<file path="config.mk">
export PLATFORM = sky130hd
export DESIGN_NAME = shell_line_syntax_check_unit
export DESIGN_NICKNAME = d
export VERILOG_FILES = /design/src/hdl/slsc_pkg.sv /design/src/hdl/slsc_scan.sv /design/src/hdl/shell_line_syntax_check_unit.sv
export SDC_FILE = /design/constraint.sdc
export NUM_CORES = 1
export LEC_CHECK = 0
export ABC_AREA = 0
export BUFFER_PORTS_ARGS = -buffer_cell sky130_fd_sc_hd__buf_2
export CAP_MARGIN = 20
export CORE_MARGIN = 10
export CORE_UTILIZATION = 47
export CTS_CLUSTER_DIAMETER = 200
export DETAILED_ROUTE_END_ITERATION = 7
export PLACE_DENSITY = 0.83
export SYNTH_ARGS = -nofsm -noshare
export SYNTH_HDL_FRONTEND = slang
export SYNTH_SLANG_ARGS = --single-unit
</file>
<file path="constraint.sdc">
create_clock -name clk -period 1.9 [get_ports clk]
set_clock_uncertainty 0.15 [all_clocks]
set_input_delay 0.38 -clock clk [delete_from_list [all_inputs] [get_ports clk]]
set_output_delay 0.38 -clock clk [all_outputs]
set_load 0.01 [all_outputs]
</file>
<file path="src/hdl/slsc_pkg.sv">
// Shared types and character constants for the shell line syntax checker.
package slsc_pkg;

    localparam int unsigned CHAR_W = 8;

    localparam logic [CHAR_W-1:0] CH_NUL    = 8'h00;
    localparam logic [CHAR_W-1:0] CH_SPACE  = 8'h20;
    localparam logic [CHAR_W-1:0] CH_DQUOTE = 8'h22;
    localparam logic [CHAR_W-1:0] CH_AMP    = 8'h26;
    localparam logic [CHAR_W-1:0] CH_SQUOTE = 8'h27;
    localparam logic [CHAR_W-1:0] CH_LPAREN = 8'h28;
    localparam logic [CHAR_W-1:0] CH_RPAREN = 8'h29;
    localparam logic [CHAR_W-1:0] CH_SEMI   = 8'h3B;
    localparam logic [CHAR_W-1:0] CH_LT     = 8'h3C;
    localparam logic [CHAR_W-1:0] CH_GT     = 8'h3E;
    localparam logic [CHAR_W-1:0] CH_BSLASH = 8'h5C;
    localparam logic [CHAR_W-1:0] CH_BQUOTE = 8'h60;
    localparam logic [CHAR_W-1:0] CH_PIPE   = 8'h7C;

    typedef enum logic [2:0] {
        MODE_NORMAL = 3'd0,
        MODE_SQUOTE = 3'd1,
        MODE_DQUOTE = 3'd2,
        MODE_GT1    = 3'd3,
        MODE_REDIR  = 3'd4,
        MODE_PIPE   = 3'd5,
        MODE_SEMI   = 3'd6
    } scan_mode_t;

    typedef struct packed {
        logic              take;
        logic [CHAR_W-1:0] character;
        logic              end_of_line;
    } step_t;

    typedef struct packed {
        logic valid;
        logic syntax_ok;
    } verdict_t;

endpackage

</file>
<file path="src/hdl/slsc_scan.sv">
// Scan state registers and per-byte next-state logic of the syntax checker.
module slsc_scan (
    input  logic              clk,
    input  logic              rst_n,
    input  slsc_pkg::step_t   step,
    output slsc_pkg::verdict_t verdict
);
    import slsc_pkg::*;

    scan_mode_t        mode_reg, mode_next;
    logic              bs_reg, bs_next;
    logic              word_reg, word_next;
    logic              err_reg, err_next;

    logic [CHAR_W-1:0] c;
    logic              line_end;
    logic              esc;
    logic              is_forbidden, is_operator, is_pipe_semi;
    scan_mode_t        nrm_mode;
    logic              nrm_bs, nrm_word, nrm_err;
    logic              mode_ok;

    assign c            = step.character;
    assign line_end     = step.end_of_line || (c == CH_NUL);
    assign is_forbidden = (c == CH_LPAREN) || (c == CH_RPAREN) || (c == CH_AMP)
                          || (c == CH_BQUOTE);
    assign is_pipe_semi = (c == CH_PIPE) || (c == CH_SEMI);
    assign is_operator  = is_pipe_semi || (c == CH_GT) || (c == CH_LT);

    // Leaving an operator mode clears the escape before the normal path runs.
    always_comb
    begin
        case (mode_reg)
            MODE_SQUOTE, MODE_DQUOTE, MODE_GT1, MODE_REDIR, MODE_PIPE, MODE_SEMI:
                esc = 1'b0;
            default:
                esc = bs_reg;
        endcase
    end

    always_comb
    begin
        nrm_mode = MODE_NORMAL;
        nrm_bs   = (c == CH_BSLASH);
        nrm_word = word_reg;
        nrm_err  = err_reg;
        if (!esc && is_forbidden) begin
            nrm_err = 1'b1;
        end else if (!esc && c == CH_SQUOTE) begin
            nrm_mode = MODE_SQUOTE;
        end else if (!esc && c == CH_DQUOTE) begin
            nrm_mode = MODE_DQUOTE;
        end else if (!esc && is_operator) begin
            if (c == CH_GT) begin
                nrm_mode = MODE_GT1;
            end else if (c == CH_LT) begin
                nrm_mode = MODE_REDIR;
            end else if (c == CH_PIPE) begin
                nrm_mode = MODE_PIPE;
            end else begin
                nrm_mode = MODE_SEMI;
            end
            if (is_pipe_semi && !word_reg) begin
                nrm_err = 1'b1;
            end
        end else if (c != CH_SPACE) begin
            nrm_word = 1'b1;
        end
    end

    always_comb
    begin
        case (mode_reg)
            MODE_SQUOTE, MODE_DQUOTE, MODE_GT1, MODE_REDIR, MODE_PIPE:
                mode_ok = 1'b0;
            default:
                mode_ok = 1'b1;
        endcase
    end

    assign verdict.valid     = step.take && line_end;
    assign verdict.syntax_ok = !err_reg && mode_ok;

    always_comb
    begin
        mode_next = mode_reg;
        bs_next   = bs_reg;
        word_next = word_reg;
        err_next  = err_reg;
        if (step.take) begin
            if (line_end) begin
                mode_next = MODE_NORMAL;
                bs_next   = 1'b0;
                word_next = 1'b0;
                err_next  = 1'b0;
            end else if (!err_reg) begin
                case (mode_reg)
                    MODE_SQUOTE, MODE_DQUOTE:
                    begin
                        if (!bs_reg && ((mode_reg == MODE_SQUOTE && c == CH_SQUOTE)
                                || (mode_reg == MODE_DQUOTE && c == CH_DQUOTE))) begin
                            mode_next = MODE_NORMAL;
                            bs_next   = 1'b0;
                        end else begin
                            bs_next = (c == CH_BSLASH);
                        end
                    end
                    MODE_GT1, MODE_REDIR:
                    begin
                        bs_next = 1'b0;
                        if ((mode_reg == MODE_GT1 && c == CH_GT) || c == CH_SPACE) begin
                            mode_next = MODE_REDIR;
                        end else if (is_operator) begin
                            err_next = 1'b1;
                        end else begin
                            mode_next = nrm_mode;
                            bs_next   = nrm_bs;
                            word_next = nrm_word;
                            err_next  = nrm_err;
                        end
                    end
                    MODE_PIPE, MODE_SEMI:
                    begin
                        bs_next = 1'b0;
                        if (c == CH_SPACE) begin
                            mode_next = mode_reg;
                        end else if (is_pipe_semi) begin
                            err_next = 1'b1;
                        end else begin
                            mode_next = nrm_mode;
                            bs_next   = nrm_bs;
                            word_next = nrm_word;
                            err_next  = nrm_err;
                        end
                    end
                    default:
                    begin
                        mode_next = nrm_mode;
                        bs_next   = nrm_bs;
                        word_next = nrm_word;
                        err_next  = nrm_err;
                    end
                endcase
            end
        end
    end

    always_ff @(posedge clk or negedge rst_n)
    begin
        if (!rst_n) begin
            mode_reg <= MODE_NORMAL;
            bs_reg   <= 1'b0;
            word_reg <= 1'b0;
            err_reg  <= 1'b0;
        end else begin
            mode_reg <= mode_next;
            bs_reg   <= bs_next;
            word_reg <= word_next;
            err_reg  <= err_next;
        end
    end

endmodule

</file>
<file path="src/hdl/shell_line_syntax_check_unit.sv">
// Top level of the shell command line syntax checker with stream ports.
// A verdict is registered once the scan logic takes its end-of-line word from the input register.
// Throughput: one word per cycle; the input register and the verdict register form
// a two-stage pipeline that stalls only when both registers are full and the verdict is not taken.
// Reset clears both valid flags and the scan state, so the first line starts clean.
module shell_line_syntax_check_unit (
    input  logic       clk,
    input  logic       rst_n,
    input  logic       s_tvalid,
    output logic       s_tready,
    input  logic [7:0] s_tdata,   // character
    input  logic       s_tlast,   // end_of_line
    output logic       m_tvalid,
    input  logic       m_tready,
    output logic [7:0] m_tdata    // syntax_ok, then zero fill
);
    import slsc_pkg::*;

    logic              in_valid_reg, in_valid_next;
    logic [CHAR_W-1:0] in_char_reg, in_char_next;
    logic              in_eol_reg, in_eol_next;
    logic              out_valid_reg, out_valid_next;
    logic              out_ok_reg, out_ok_next;
    logic              advance;
    step_t             step;
    verdict_t          verdict;

    assign advance  = !out_valid_reg || m_tready;
    assign s_tready = !in_valid_reg || advance;

    assign step.take        = in_valid_reg && advance;
    assign step.character   = in_char_reg;
    assign step.end_of_line = in_eol_reg;

    slsc_scan u_scan (
        .clk     (clk),
        .rst_n   (rst_n),
        .step    (step),
        .verdict (verdict)
    );

    always_comb
    begin
        in_valid_next  = in_valid_reg;
        in_char_next   = in_char_reg;
        in_eol_next    = in_eol_reg;
        out_valid_next = out_valid_reg;
        out_ok_next    = out_ok_reg;
        if (s_tready) begin
            in_valid_next = s_tvalid;
            in_char_next  = s_tdata;
            in_eol_next   = s_tlast;
        end
        if (advance) begin
            out_valid_next = verdict.valid;
            out_ok_next    = verdict.syntax_ok;
        end
    end

    always_ff @(posedge clk or negedge rst_n)
    begin
        if (!rst_n) begin
            in_valid_reg  <= 1'b0;
            out_valid_reg <= 1'b0;
        end else begin
            in_valid_reg  <= in_valid_next;
            out_valid_reg <= out_valid_next;
        end
    end

    always_ff @(posedge clk)
    begin
        in_char_reg <= in_char_next;
        in_eol_reg  <= in_eol_next;
        out_ok_reg  <= out_ok_next;
    end

    assign m_tvalid = out_valid_reg;
    assign m_tdata  = {7'd0, out_ok_reg};

endmodule
</file>
Word-level counts from Yosys, hierarchy flattened
Index checks and enable logic that the tools add are counted.
{ "totals": {"ff_bits": 18, "output_inout_bits": 10, "word_cells": 123} }
{ "classes": {"eq_ne": 27, "n_mux": 49, "n_reduce_logical": 38} }
{ "op_table": {"columns": ["op", "count"], "rows": [
  ["$eq A8 B6 Y1 const B", 9],
  ["$mux W3", 13],
  ["$mux W1", 31],
  ["$eq A8 B7 Y1 const B", 3],
  ["$logic_and A1 B1 Y1", 12],
  ["$ne A3 B2 Y1 const B", 4],
  ["$logic_or A1 B1 Y1", 11],
  ["$eq A3 B3 Y1 const B", 3],
  ["$pmux W1 S3", 3],
  ["$pmux W3 S3", 1],
  ["$logic_not A8 Y1", 1],
  ["$ne A8 B6 Y1 const B", 1],
  ["$reduce_and A7 Y1", 1],
  ["$eq A3 B2 Y1 const B", 2],
  ["$logic_not A1 Y1", 6],
  ["$reduce_and A6 Y1", 1],
  ["$reduce_or A2 Y1", 3],
  ["$reduce_or A6 Y1", 1],
  ["$reduce_or A5 Y1", 1],
  ["$ne A4 B3 Y1 const B", 1],
  ["$eq A3 B1 Y1 const B", 1],
  ["$ne A3 B1 Y1 const B", 1],
  ["$mux W2", 1],
  ["$ne A2 B1 Y1 const B", 1],
  ["2 further kinds", 2]
]} }

Logic depth before layout (Yosys ltp)
Gate-level depths: netlist of run 1.
{ "logic_depth": {"depth_word": 14, "depth_mapped": 8, "mapped_depth_nobuf": 7} }

By module
Synthesis of run 1 repeated with hierarchy kept, for this count alone.
{ "unflattened": {"cells_unflattened": 125, "hier_area_um2": 1218.7} }
{ "modules_own_cells": {"columns": ["module", "instances", "cells_per_inst", "area_each_um2"], "rows": [
  ["slsc_scan", 1, 98, 759.5],
  ["shell_line_syntax_check_unit", 1, 27, 459.2]
]} }

Worst setup path before layout of run 1
Ideal clock, no wire load.
{ "synth_timing": {"path_kind": "register to register", "from": "register in_char_reg[7]", "to": "register u_scan.err_reg", "arrival_time_ns": 1.632, "t_required_ns": 1.625, "path_slack_ns": -0.007, "path_stages_with_launch": 7, "n_path_buf": 0, "synth_period_minus_slack_ns": 1.907, "path_cell_list": "edfxtp_1 > nor4b_4 > nor3b_2 > a311oi_1 > a32o_1 > a22oi_2 > o21ai_1"} }
{ "synth_via": {"elab_chain_len": 14, "elab_cells_between_ends": 38} }
{ "synth_rtl": {"columns": ["item", "line", "source"], "rows": [
  ["start, declared", "shell_line_syntax_check_unit.sv:20", "logic [CHAR_W-1:0] in_char_reg, in_char_next;"],
  ["start signal, assigned", "shell_line_syntax_check_unit.sv:73", "in_char_reg <= in_char_next;"],
  ["$eq A8 B7 Y1 / $eq A8 B6 Y1 (equally long branches)", "slsc_scan.sv:27", "assign is_pipe_semi = (c == CH_PIPE) || (c == CH_SEMI);"],
  ["$logic_or A1 B1 Y1", "slsc_scan.sv:27", null],
  ["$logic_or A1 B1 Y1 (2 in a row)", "slsc_scan.sv:28", "assign is_operator = is_pipe_semi || (c == CH_GT) || (c == CH_LT);"],
  ["$logic_and A1 B1 Y1", "slsc_scan.sv:53", "end else if (!esc && is_operator) begin"],
  ["$mux W1", "slsc_scan.sv:53", null],
  ["$mux W1", "slsc_scan.sv:51", "end else if (!esc && c == CH_DQUOTE) begin"],
  ["$mux W1", "slsc_scan.sv:49", "end else if (!esc && c == CH_SQUOTE) begin"],
  ["$mux W1", "slsc_scan.sv:47", "if (!esc && is_forbidden) begin"],
  ["$mux W1 (on tied branches)", "slsc_scan.sv:127, slsc_scan.sv:113", null],
  ["$mux W1 (on tied branches)", "slsc_scan.sv:125, slsc_scan.sv:111", null],
  ["$pmux W1 S3", "slsc_scan.sv:97", "case (mode_reg)"],
  ["$mux W1", "slsc_scan.sv:96", "end else if (!err_reg) begin"],
  ["$mux W1 *", "slsc_scan.sv:91", "if (line_end) begin"],
  ["end signal, assigned", "slsc_scan.sv:159", "err_reg <= err_next;"],
  ["end, declared", "slsc_scan.sv:13", "logic err_reg, err_next;"]
]} }
Every way passes the cells marked *; elsewhere a longest branch is shown, timed or not.
A chain may end at the register's enable or synchronous reset.

Final worst setup path of run 1
{ "layout_timing": {"from": "register u_scan.mode_reg[1]", "to": "register u_scan.mode_reg[1]"} }
{ "layout_via": {"elab_chain_len": 14, "elab_cells_between_ends": 38} }
{ "layout_rtl": {"columns": ["item", "line", "source"], "rows": [
  ["start, declared", "slsc_scan.sv:10", "scan_mode_t mode_reg, mode_next;"],
  ["start signal, assigned", "slsc_scan.sv:156", "mode_reg <= mode_next;"],
  ["$eq A3 B3 Y1, or another cell as far along", "slsc_scan.sv:33, slsc_scan.sv:97", null],
  ["$reduce_or A6 Y1", "slsc_scan.sv:33", "case (mode_reg)"],
  ["$mux W1", "slsc_scan.sv:33", null],
  ["$logic_not A1 Y1", null, null],
  ["$logic_and A1 B1 Y1", "slsc_scan.sv:53", null],
  ["$mux W3", "slsc_scan.sv:53", null],
  ["$mux W3", "slsc_scan.sv:51", null],
  ["$mux W3", "slsc_scan.sv:49", null],
  ["$mux W3", "slsc_scan.sv:47", null],
  ["$mux W3 (on tied branches)", "slsc_scan.sv:127, slsc_scan.sv:113", null],
  ["$mux W3 (on tied branches)", "slsc_scan.sv:125, slsc_scan.sv:111", null],
  ["$pmux W3 S3", "slsc_scan.sv:97", null],
  ["$mux W3", "slsc_scan.sv:96", null],
  ["$mux W3", "slsc_scan.sv:91", null]
]} }
Parallel ways exist; a longest one is shown, timed or not. The select of a mux whose other input is x is not followed.

==> results of run 1 <==
==> cell type report <==
type | instances | area, um^2
clock buffer | 4 | 26.3
fill | 180 | 881
inverter | 5 | 18.8
multi-input combinational | 110 | 881
sequential | 18 | 500
tap | 31 | 38.8
timing repair buffer | 59 | 412
==> kinds of logic (layout without fill, tap and decap cells) <==
| kind of cell | after synthesis | count (layout) |
|---|---|---|
| AND/OR/NAND/NOR | 65 | 65 |
| AO/OA/AOI/OAI | 35 | 35 |
| buffers and inverters | 20 | 68 |
| flip-flops | 18 | 18 |
| XOR/XNOR | 2 | 2 |
| adder cells (fa/ha/maj) | 1 | 1 |
| other | 1 | 7 |
==> repair_timing <==
action                                  in CTS  in global routing
endpoints found under the setup margin       5                  5
hold buffers                                 1                  0
endpoints found under the hold margin        8                  0
cloned                                       0                  0
setup buffers                                7                  3
resized for setup                           19                  9
pin swaps                                    8                  5
==> routing by layer <==
metal	track usage [%]	up-vias
li1	-	622
met2	25.5	57
met5	0	-
met3	3.23	9
met1	15.6	605
met4	5.59	0
==> stage by stage <==
stage,setup TNS [ps],util [%],setup slack [ps]
final,-583,68.1,-159
after detailed placement,-787,59.1,-262
after global routing,-1070,68.1,-261
after global placement,-733,59.1,-237
after floorplan,0,-,2.14
after CTS,-247,66.2,-85.9
==> Yosys cell counts, drive strengths merged, types with 2 or more instances <==
| cell type | count | area share, % |
|---|---|---|
| nor3b | 3 | 2.0 |
| o31ai | 4 | 2.6 |
| nor4b | 3 | 3.5 |
| nor2 | 15 | 4.7 |
| buf | 15 | 8.7 |
| nor4bb | 2 | 1.5 |
| a21boi | 3 | 1.6 |
| a31oi | 4 | 1.8 |
| dfrtp | 8 | 15 |
| and2 | 2 | 0.92 |
| a21oi | 5 | 2.9 |
| nand3 | 5 | 1.8 |
| nand2b | 6 | 2.8 |
| and3 | 3 | 1.4 |
| o21ai | 5 | 1.8 |
| inv | 5 | 1.4 |
| nor3 | 5 | 2.2 |
| nand2 | 11 | 3.0 |
| edfxtp | 10 | 22 |
| nand4b | 4 | 2.6 |
==> power groups by stage <==
stage / registers (W) / logic, W / clock network [W]
2_1_floorplan: 0.000473 / 0.000125 / 0
3_3_place_gp: 0.000478 / 0.000195 / 0
3_5_place_dp: 0.000480 / 0.000199 / 0
4_1_cts: 0.000470 / 0.000231 / 0.000207
5_1_grt: 0.000475 / 0.000266 / 0.000219
6_report: 0.000472 / 0.000247 / 0.000202
==> worst min-delay path by stage <==
stage,start,endpoint,slack (ps),cells after the start
4_1_cts,s_tlast,in_eol_reg$_DFFE_PP_,90,1
5_1_grt,s_tdata[2],in_char_reg[2]$_DFFE_PP_,80,1
3_5_place_dp,rst_n,u_scan.mode_reg[1]$_DFFE_PN0P_,90,1
6_report,s_tlast,in_eol_reg$_DFFE_PP_,90,1
2_1_floorplan,rst_n,in_valid_reg$_DFFE_PN0P_,-70,0
3_3_place_gp,rst_n,u_scan.err_reg$_DFFE_PN0P_,80,1
==> results.md, run 1 <==
- Final Setup Violations: 5
- Final Hold Violating Endpoints: 0
- Detailed router's first-iteration violation count: 62
- Worst-path fanout max: 6
- Setup slack, reg-to-reg: -160 ps
- Unrepaired setup endpoints after global routing: true
- Critical path origin: u_scan.mode_reg[1]$_DFFE_PN0P_
- Clk root buf: clkbuf_4
- Fraction of registers with async set/reset: 44.4%
- Ys Warns: 0
- Clk sinks: 18
- Antenna-violating nets left: 0
- Register area share after synthesis: 36.7%
- Synth Register Bits: 18
- Placed Instances: 212
- Worst EP required: a little under 2000 ps
- Num ports: 23
- Cell Chain, Critical Path: buf_4, xor2_1, and2_1, a2bb2oi_4, a21oi_4, a221o_2, o31ai_2
- Design Area, Final: 0.00188 mm^2
- FMAX: around 0.5 GHz
- Failing checks: setup timing
- CP Class: register to register
- Met3 WL: about 240 um
- Max Slew Vio Count: 0
- Max cap viols: 0
- Largest family of logic cells by synthesized area: simple AND/OR/NAND/NOR gates
- Maximum clock path buffer count: 2
- CTS tree: done
- Crit-path max cell delay: 470 ps
- Fraction of the cycle the final worst path needs: 108%
- Port Buffers: 15
- Adder-Cell Fraction of Synth Area: 0.917%
- Dpl hpwl: 2750 um
- Comb pwr share: a little over a quarter
- Outcome: finished with violations
- Routed wire length on met2: 1940 um
- Reported net switching power: 0.000276 W
- Die H: between 70 and 80 um
- Nature of the critical path endpoint: register
- Post-Syn Area per Cell: 9.61 um^2
- Start of the worst register-to-register path: u_scan.mode_reg[1]$_DFFE_PN0P_
- Maximum VDD drop: 558 uV
- Reg2Reg Capture Point: u_scan.mode_reg[1]$_DFFE_PN0P_
- Top delay family on crit path: compound AO/OA/AOI/OAI gates
- Vias in the first global route: 1,318
- Finished Layout Cells: 227
- Power per cell area: ~490 mW/mm^2
- Met1 wire length: 1590 um
- Via count: 1,293
- Initial antenna violation count: 0
- Synth Area in Compound Gates: 20.8%
- Min cycle time layout: 2060 ps
- First-pass GRT wire length: 6070 um
- Simple-gate share of the synthesized area: ~30%
- Crit path launch type: register
- Setup WS post-layout: -159 ps
- Initial Util: 49.5%
- Max reg flops: 8
- Post-synth EDFFs: 10
- Detailed-router iteration count before antenna repair: 4
- Switching Share: 29.9%
- Row count: 19
- CP max stage cell: dfrtp_1
- Mux cell area share after synthesis: 0%
- Reg2reg path depth: 7
- CTS clk-pin slew, worst paths: 110 ps
- Global Route Usage Sum: 14.2%
- Critical Path End: u_scan.mode_reg[1]$_DFFE_PN0P_
- Final weighted congestion in routability-driven placement: just under 0.9
- Die ar.: 0.00546 mm^2
- Seq pwr share: 51.2%
- Crit. path cell count: 7
- Die Width: ~74 um
- Drt drc: 0
- CTS Buf Count: 3
- Commonest non-fill, non-tap cell in the layout: buf_4
- Worst skew pair latency: 300 ps
- Core area: ~0.0028 mm^2
- Data arrival, critical path: 2140 ps
- Area growth from synthesis to layout: 37.5%
- Main flop type after synthesis: edfxtp_1
- Total power: 0.000921 W
- Most frequent cells in the layout: 42 x buf_4, 15 x buf_2, 11 x nand2_1
- Ant. Diodes: 0
- HP Class: input port to register
- Final WL: 3830 um
- Htree depth: 1
- Top Metal Used: met4
- Clock share of power: a little over a fifth
- Share of cells above drive strength 1: 46.4%
- Crit path buffers/inverters: 1
- XOR/XNOR Fraction of Synth Area: 1.28%
- Leak: 0.788 nW
- Hold slack: 93.2 ps
- Mapped Cells: 142
- # nets final: 211
- Placed cell area: 0.00163 mm^2
- Via density: between 5 and 6
- Post-synthesis cell area: 0.00137 mm^2
- Netlist cell types: 55
- P_int: 0.000645 W
- GRT overflow: 0
- WL/cell: 16.9 um
- Largest net degree at the start of global routing: 11
No activity file was read; power rests on OpenSTA's default activity.
==> run 2, diff against run 1 <==
--- a/config.mk
+++ b/config.mk
@@ -7,7 +7,6 @@
 export LEC_CHECK = 0
 export ABC_AREA = 0
 export BUFFER_PORTS_ARGS = -buffer_cell sky130_fd_sc_hd__buf_2
-export CAP_MARGIN = 20
 export CORE_MARGIN = 10
 export CORE_UTILIZATION = 47
 export CTS_CLUSTER_DIAMETER = 200
==> constraint.sdc (replaced) <==
create_clock -name clk -period 1.9 [get_ports clk]
set_clock_uncertainty 0.15 [all_clocks]
set_input_delay 0.285 -clock clk [delete_from_list [all_inputs] [get_ports clk]]
set_output_delay 0.285 -clock clk [all_outputs]
set_load 0.01 [all_outputs]
==> run 2 against run 1 <==
The flow still finishes with violations (setup timing). Final cell count unchanged. Register-to-register slack about the same. Sequential cell count unchanged. Critical path depth unchanged. Core utilization down 0.091 points. Worst setup slack worse by 3.6 ps. Non-clock buffer count unchanged. Design area down 0.13%. Via count up 3.2%. Highest routed layer unchanged.
==> results.md, run 2 (same netlist as run 1, synthesis figures left out) <==
- Outcome: finished with violations
- Failing checks: setup timing
- Placed cell area: 0.00163 mm^2 (unchanged)
- Ant. Diodes: 0 (unchanged)
- Port Buffers: 15 (unchanged)
- Initial Util: 49.5% (unchanged)
- Nature of the critical path endpoint: register
- Data arrival, critical path: 2130 ps (about the same)
- Via density: 5.88 (+3.2%)
- Leak: 0.792 nW (+0.56%)
- Clk root buf: clkbuf_4
- Maximum clock path buffer count: 2 (unchanged)
- Power per cell area: 496 mW/mm^2 (+1.1%)
- Die H: 73.9 um (unchanged)
- HP Class: input port to register
- Cell Chain, Critical Path: nor4b_4, nor3b_4, buf_6, a31oi_4, inv_1, a21oi_2, o31ai_2
- Crit path buffers/inverters: 2 (+1)
- Via count: 1,335 (+3.2%)
- Global Route Usage Sum: 14.3% (+0.11 points)
- Maximum VDD drop: 506 uV (-9.3%)
- Seq. cell area: 502 um^2 (+0.25%)
- CP Class: register to register
- Final setup TNS: -652 ps (-68.2 ps)
- Share of cells above drive strength 1: 44.4% (-2.0 points)
- Min cycle time layout: 2060 ps (+3.59 ps)
- Max reg flops: 8 (unchanged)
- Filler Cell Count: 179 (-0.56%)
- Worst-path fanout max: 4 (-2)
- Num ports: 23 (unchanged)
- # nets final: 211 (unchanged)
- CTS Buf Count: 3 (unchanged)
- Fraction of the cycle the final worst path needs: 109% (+0.19 points)
- Worst EP required: 1970 ps (about the same)
- Detailed router's first-iteration violation count: 102 (+65%)
- First-pass GRT wire length: 6310 um (+3.9%)
- Worst skew pair latency: 300 ps (about the same)
- Routed wire length on met2: 2010 um (+3.8%)
- Crit path launch type: register
- Commonest non-fill, non-tap cell in the layout: buf_4
- Final WL: 3870 um (+1.0%)
- GRT overflow: 0 (unchanged)
- Final Setup Violations: 5 (unchanged)
- Design Area, Final: 0.00187 mm^2 (-0.13%)
- Max cap viols: 0 (unchanged)
- Most frequent cells in the layout: 39 x buf_4, 15 x buf_2, 12 x nor2_1
- WL/cell: 17.0 um (+1.0%)
- CTS clk-pin slew, worst paths: 110 ps (about the same)
- Multi-input gate area: 870 um^2 (-1.3%)
- Antenna-violating nets left: 0 (unchanged)
- FMAX: 0.485 GHz (-0.17%)
- Max Slew Vio Count: 0 (unchanged)
- CP max stage cell: edfxtp_1
- Met3 WL: 226 um (-3.8%)
- Area growth from synthesis to layout: 37.3%
- Largest net degree at the start of global routing: 12 (+1)
- Top delay family on crit path: simple AND/OR/NAND/NOR gates
- Drt drc: 0 (unchanged)
- Row count: 19 (unchanged)
- Die Width: 73.9 um (unchanged)
- Setup WS post-layout: -163 ps (-3.59 ps)
- Final weighted congestion in routability-driven placement: 0.891 (-0.41%)
- Unrepaired setup endpoints after global routing: true
- Core area: 0.00276 mm^2 (unchanged)
- Die ar.: 0.00546 mm^2 (unchanged)
- Crit-path max cell delay: 490 ps (+20 ps)
- Top Metal Used: met4
- Initial antenna violation count: 0 (unchanged)
- Htree depth: 1 (unchanged)
- Clk sinks: 18 (unchanged)
- Dpl hpwl: 2760 um (+0.48%)
- Detailed-router iteration count before antenna repair: 4 (unchanged)
- Worst slack at placement: -265 ps (-2.89 ps)
- Met1 wire length: 1590 um (about the same)
- Vias in the first global route: 1,382 (+4.9%)
- CTS tree: done
- Final Hold Violating Endpoints: 0 (unchanged)
==> run 2: cell count changes in the layout (fill, tap and decap cells not counted), sizes merged <==
cell         before  now
dlygate4sd3       1    4
buf              58   55
==> run 2: report_power, final <==
| group | switching [W] | total, W | internal, W |
|---|---|---|---|
| sequential | 0.0000305 | 0.000474 | 0.000444 |
| combinational | 0.000124 | 0.000247 | 0.000123 |
| clock | 0.000126 | 0.000208 | 0.0000818 |
==> run 2: area by class of cell <==
cell class	instances	share of cell area, %
clock buffer	4	1.40
timing repair buffer	59	22.4
inverter	5	1.00
sequential	18	26.8
tap	31	2.07
multi-input combinational	110	46.4
==> run 2: worst reg2reg max path: stages, from the launching register on <==
cell      delay, ps
edfxtp_1        490
nor4b_4         430
nor3b_4         290
buf_6           140
a31oi_4          90
inv_1           100
a21oi_2          60
o31ai_2         230
==> run 2: final timing paths <==
| check | end | slack (ps) | cells after the start | start |
|---|---|---|---|---|
| worst min-delay path | in_char_reg[7]$_DFFE_PP_ | 4 | 1 | s_tdata[7] |
| worst max register to register | u_scan.mode_reg[1]$_DFFE_PN0P_ | -160 | 7 | in_char_reg[7]$_DFFE_PP_ |
| worst min register to register | u_scan.word_reg$_DFFE_PN0P_ | 360 | 2 | u_scan.word_reg$_DFFE_PN0P_ |
| worst max-delay path | u_scan.mode_reg[1]$_DFFE_PN0P_ | -160 | 7 | in_char_reg[7]$_DFFE_PP_ |
| min in group asynchronous | u_scan.mode_reg[1]$_DFFE_PN0P_ | 200 | 2 | rst_n |
| max in group asynchronous | u_scan.mode_reg[1]$_DFFE_PN0P_ | 1200 | 2 | rst_n |
==> run 2: metrics by stage <==
| step | power [W] | utilization (%) | instances | hold WS, ps |
|---|---|---|---|---|
| 5_1_grt | 0.000970 | 68.0 | 227 | 1.84 |
| 6_report | 0.000930 | 68.0 | 227 | 3.56 |
| 4_1_cts | 0.000908 | 65.7 | 224 | 2.83 |
| 3_5_place_dp | 0.000681 | 59.1 | 212 | -4.23 |
| 3_3_place_gp | 0.000673 | 59.1 | 212 | -12.7 |
| 2_1_floorplan | 0.000598 | - | 148 | -161 |
==> run 2: layer usage <==
layer,up-vias,track usage [%]
li1,625,-
met1,655,16.4
met2,49,26.2
met3,6,2.69
met4,0,3.52
met5,-,0
==> run 2: repair_timing <==
action                     4_1_cts  5_1_grt
gates resized for setup         19        7
setup endpoints to repair        5        5
buffers inserted                 7        0
hold buffers                     1        3
pin swaps                       11        8
hold endpoints to repair         8        3
==> run 3, diff against run 2 <==
--- a/config.mk
+++ b/config.mk
@@ -12,6 +12,7 @@
 export CTS_CLUSTER_DIAMETER = 200
 export DETAILED_ROUTE_END_ITERATION = 7
 export PLACE_DENSITY = 0.83
+export SETUP_SLACK_MARGIN = 0.4
 export SYNTH_ARGS = -nofsm -noshare
 export SYNTH_HDL_FRONTEND = slang
 export SYNTH_SLANG_ARGS = --single-unit
==> run 3 against run 2 <==
The run still ends with setup timing left. Design area up 1.7%. Register-to-register slack worse by 160 ps. Sequential cell count unchanged. Clock-buffer cell count unchanged. Die area unchanged. Via count up 7.3%. Critical path depth up 1. Sequential share of layout area down 0.52 points. Global-route usage up 1.2 points. First-iteration DRC count up 35%. Worst hold slack better by 8.3 ps.
==> results.md, run 3 (same netlist as run 1, synthesis figures left out) <==
- Outcome: finished with violations
- Failing checks: setup timing
- Worst slack at placement: -201 ps (+63.7 ps)
- HP Class: input port to register
- Reg2reg path depth: 8 (+1)
- GRT overflow: 0 (unchanged)
- First-pass GRT wire length: 6630 um (+5.1%)
- Worst hold path stage count: 1 (unchanged)
- Die H: 73.9 um (unchanged)
- Start of the worst register-to-register path: in_char_reg[6]$_DFFE_PP_
- Antenna-violating nets left: 0 (unchanged)
- Worst-path fanout max: 5 (+1)
- Setup WS post-layout: -322 ps (-160 ps)
- HP Start: s_tdata[3]
- Port Buffers: 15 (unchanged)
- Area growth from synthesis to layout: 39.7%
- Final Core Density: 69.1% (+1.2 points)
- Fraction of the cycle the final worst path needs: 117% (+8.4 points)
- Largest net degree at the start of global routing: 11 (-1)
- Max cap viols: 0 (unchanged)
- Initial antenna violation count: 0 (unchanged)
- Nature of the critical path endpoint: register
- Final Setup Violations: 5 (unchanged)
- # nets final: 213 (+0.95%)
- Commonest non-fill, non-tap cell in the layout: buf_4
- Final Hold Violating Endpoints: 0 (unchanged)
- Htree depth: 1 (unchanged)
- Row count: 19 (unchanged)
- Share of cells above drive strength 1: 43.4% (-0.95 points)
- Finished Layout Cells: 229 (+0.88%)
- Worst EP required: 1960 ps (about the same)
- CTS clk-pin slew, worst paths: 120 ps (about the same)
- Unrepaired setup endpoints after global routing: true
- Clk root buf: clkbuf_4
- Die Width: 73.9 um (unchanged)
- Drt drc: 0 (unchanged)
- Setup slack, reg-to-reg: -320 ps (-160 ps)
- Global Route Usage Sum: 15.5% (+1.2 points)
- Crit path launch type: register
- CP Class: register to register
- Maximum VDD drop: 554 uV (+9.4%)
- CTS tree: done
- Detailed router's first-iteration violation count: 138 (+35%)
- Final setup TNS: -1060 ps (-412 ps)
- Initial Util: 49.5% (unchanged)
- Reg2Reg Capture Point: u_scan.mode_reg[0]$_DFFE_PN0P_
- Num ports: 23 (unchanged)
- Max reg flops: 8 (unchanged)
- Vias in the first global route: 1,371 (-0.80%)
- Via density: 6.25 (+6.3%)
- FMAX: 0.450 GHz (-7.2%)
- Min cycle time layout: 2220 ps (+160 ps)
- Placed cell area: 0.00162 mm^2 (-0.54%)
- Power per cell area: 523 mW/mm^2 (+5.4%)
- Via count: 1,432 (+7.3%)
- Design Area, Final: 0.00191 mm^2 (+1.7%)
- Clk sinks: 18 (unchanged)
- Final weighted congestion in routability-driven placement: 0.886 (-0.61%)
- Maximum clock path buffer count: 2 (unchanged)
- Core area: 0.00276 mm^2 (unchanged)
- Max Slew Vio Count: 0 (unchanged)
- Detailed-router iteration count before antenna repair: 7 (+3)
- Hold Path End: in_char_reg[3]$_DFFE_PP_
- Ant. Diodes: 0 (unchanged)
- Leak: 0.810 nW (+2.3%)
- Die ar.: 0.00546 mm^2 (unchanged)
- Placed Instances: 208 (-1.9%)
- Final WL: 4620 um (+19%)
- Data arrival, critical path: 2290 ps (+160 ps)
- CTS Buf Count: 3 (unchanged)
- Dpl hpwl: 2670 um (-3.4%)
- Worst skew pair latency: 320 ps (+20 ps)
- Most frequent cells in the layout: 39 x buf_4, 14 x buf_2, 12 x nor2_1
- WL/cell: 20.2 um (+18%)
==> run 3: cell count changes in the layout (fill, tap and decap cells not counted), sizes merged <==
| cell | before | now |
|---|---|---|
| buf | 55 | 57 |
==> run 3: worst max-delay path, cell delays in order (launching register included) <==
cell and delay, ps:
edfxtp_1 420, buf_4 170, nor4b_4 280, buf_4 190, nor3b_4 220, a31oi_1 160, nor2_1 210, a21oi_1 130
a31o_1 220
==> run 3: metrics by stage <==
| stage | total power [W] | hold slack, ps |
|---|---|---|
| 6_report | 0.000997 | 11.9 |
| 5_1_grt | 0.00103 | 1.15 |
| 4_1_cts | 0.000947 | 4.17 |
| 3_5_place_dp | 0.000674 | -6.46 |
| 3_3_place_gp | 0.000665 | -13.6 |
| 2_1_floorplan | 0.000602 | -161 |
==> run 3: how the worst max path moves through the flow <==
stage / from / end / slack (ps) / cells after the start
after floorplan: in_char_reg[6]$_DFFE_PP_ / u_scan.mode_reg[1]$_DFFE_PN0P_ / 4 / 7
after detailed placement: in_char_reg[6]$_DFFE_PP_ / u_scan.mode_reg[1]$_DFFE_PN0P_ / -200 / 7
final: in_char_reg[6]$_DFFE_PP_ / u_scan.mode_reg[0]$_DFFE_PN0P_ / -320 / 8
after CTS: in_char_reg[6]$_DFFE_PP_ / u_scan.mode_reg[1]$_DFFE_PN0P_ / -130 / 7
after global placement: in_char_reg[0]$_DFFE_PP_ / u_scan.mode_reg[0]$_DFFE_PN0P_ / -170 / 7
after global routing: in_char_reg[6]$_DFFE_PP_ / u_scan.mode_reg[0]$_DFFE_PN0P_ / -400 / 8
==> run 3: report_power, final <==
group / internal (W) / switching (W)
Sequential: 0.000444 / 0.0000305
Clock: 0.000117 / 0.000130
Combinational: 0.000132 / 0.000144
==> run 3: layer usage <==
metal | vias up | part of all wire, % | GRT usage [%]
met1 | 657 | 39 | 17.3
met2 | 121 | 47 | 24.6
met3 | 23 | 9.4 | 3.77
met4 | 0 | 4.7 | 11.8
met5 | - | 0 | 0
li1 | 631 | - | -
==> run 3: cell type report <==
cell class                 instances  area (um^2)
clock buffer                       4         36.3
timing repair buffer              61          448
tap                               31         38.8
multi-input combinational        110          865
fill                             189          851
inverter                           5         18.8
sequential                        18          500
==> run 3: timing repair <==
action                     4_1_cts  5_1_grt
hold endpoints to repair         9        2
setup endpoints to repair        8        8
buffers inserted                 8        5
hold buffers                     2        2
gates resized for setup         16        4
pin swaps                       10        5
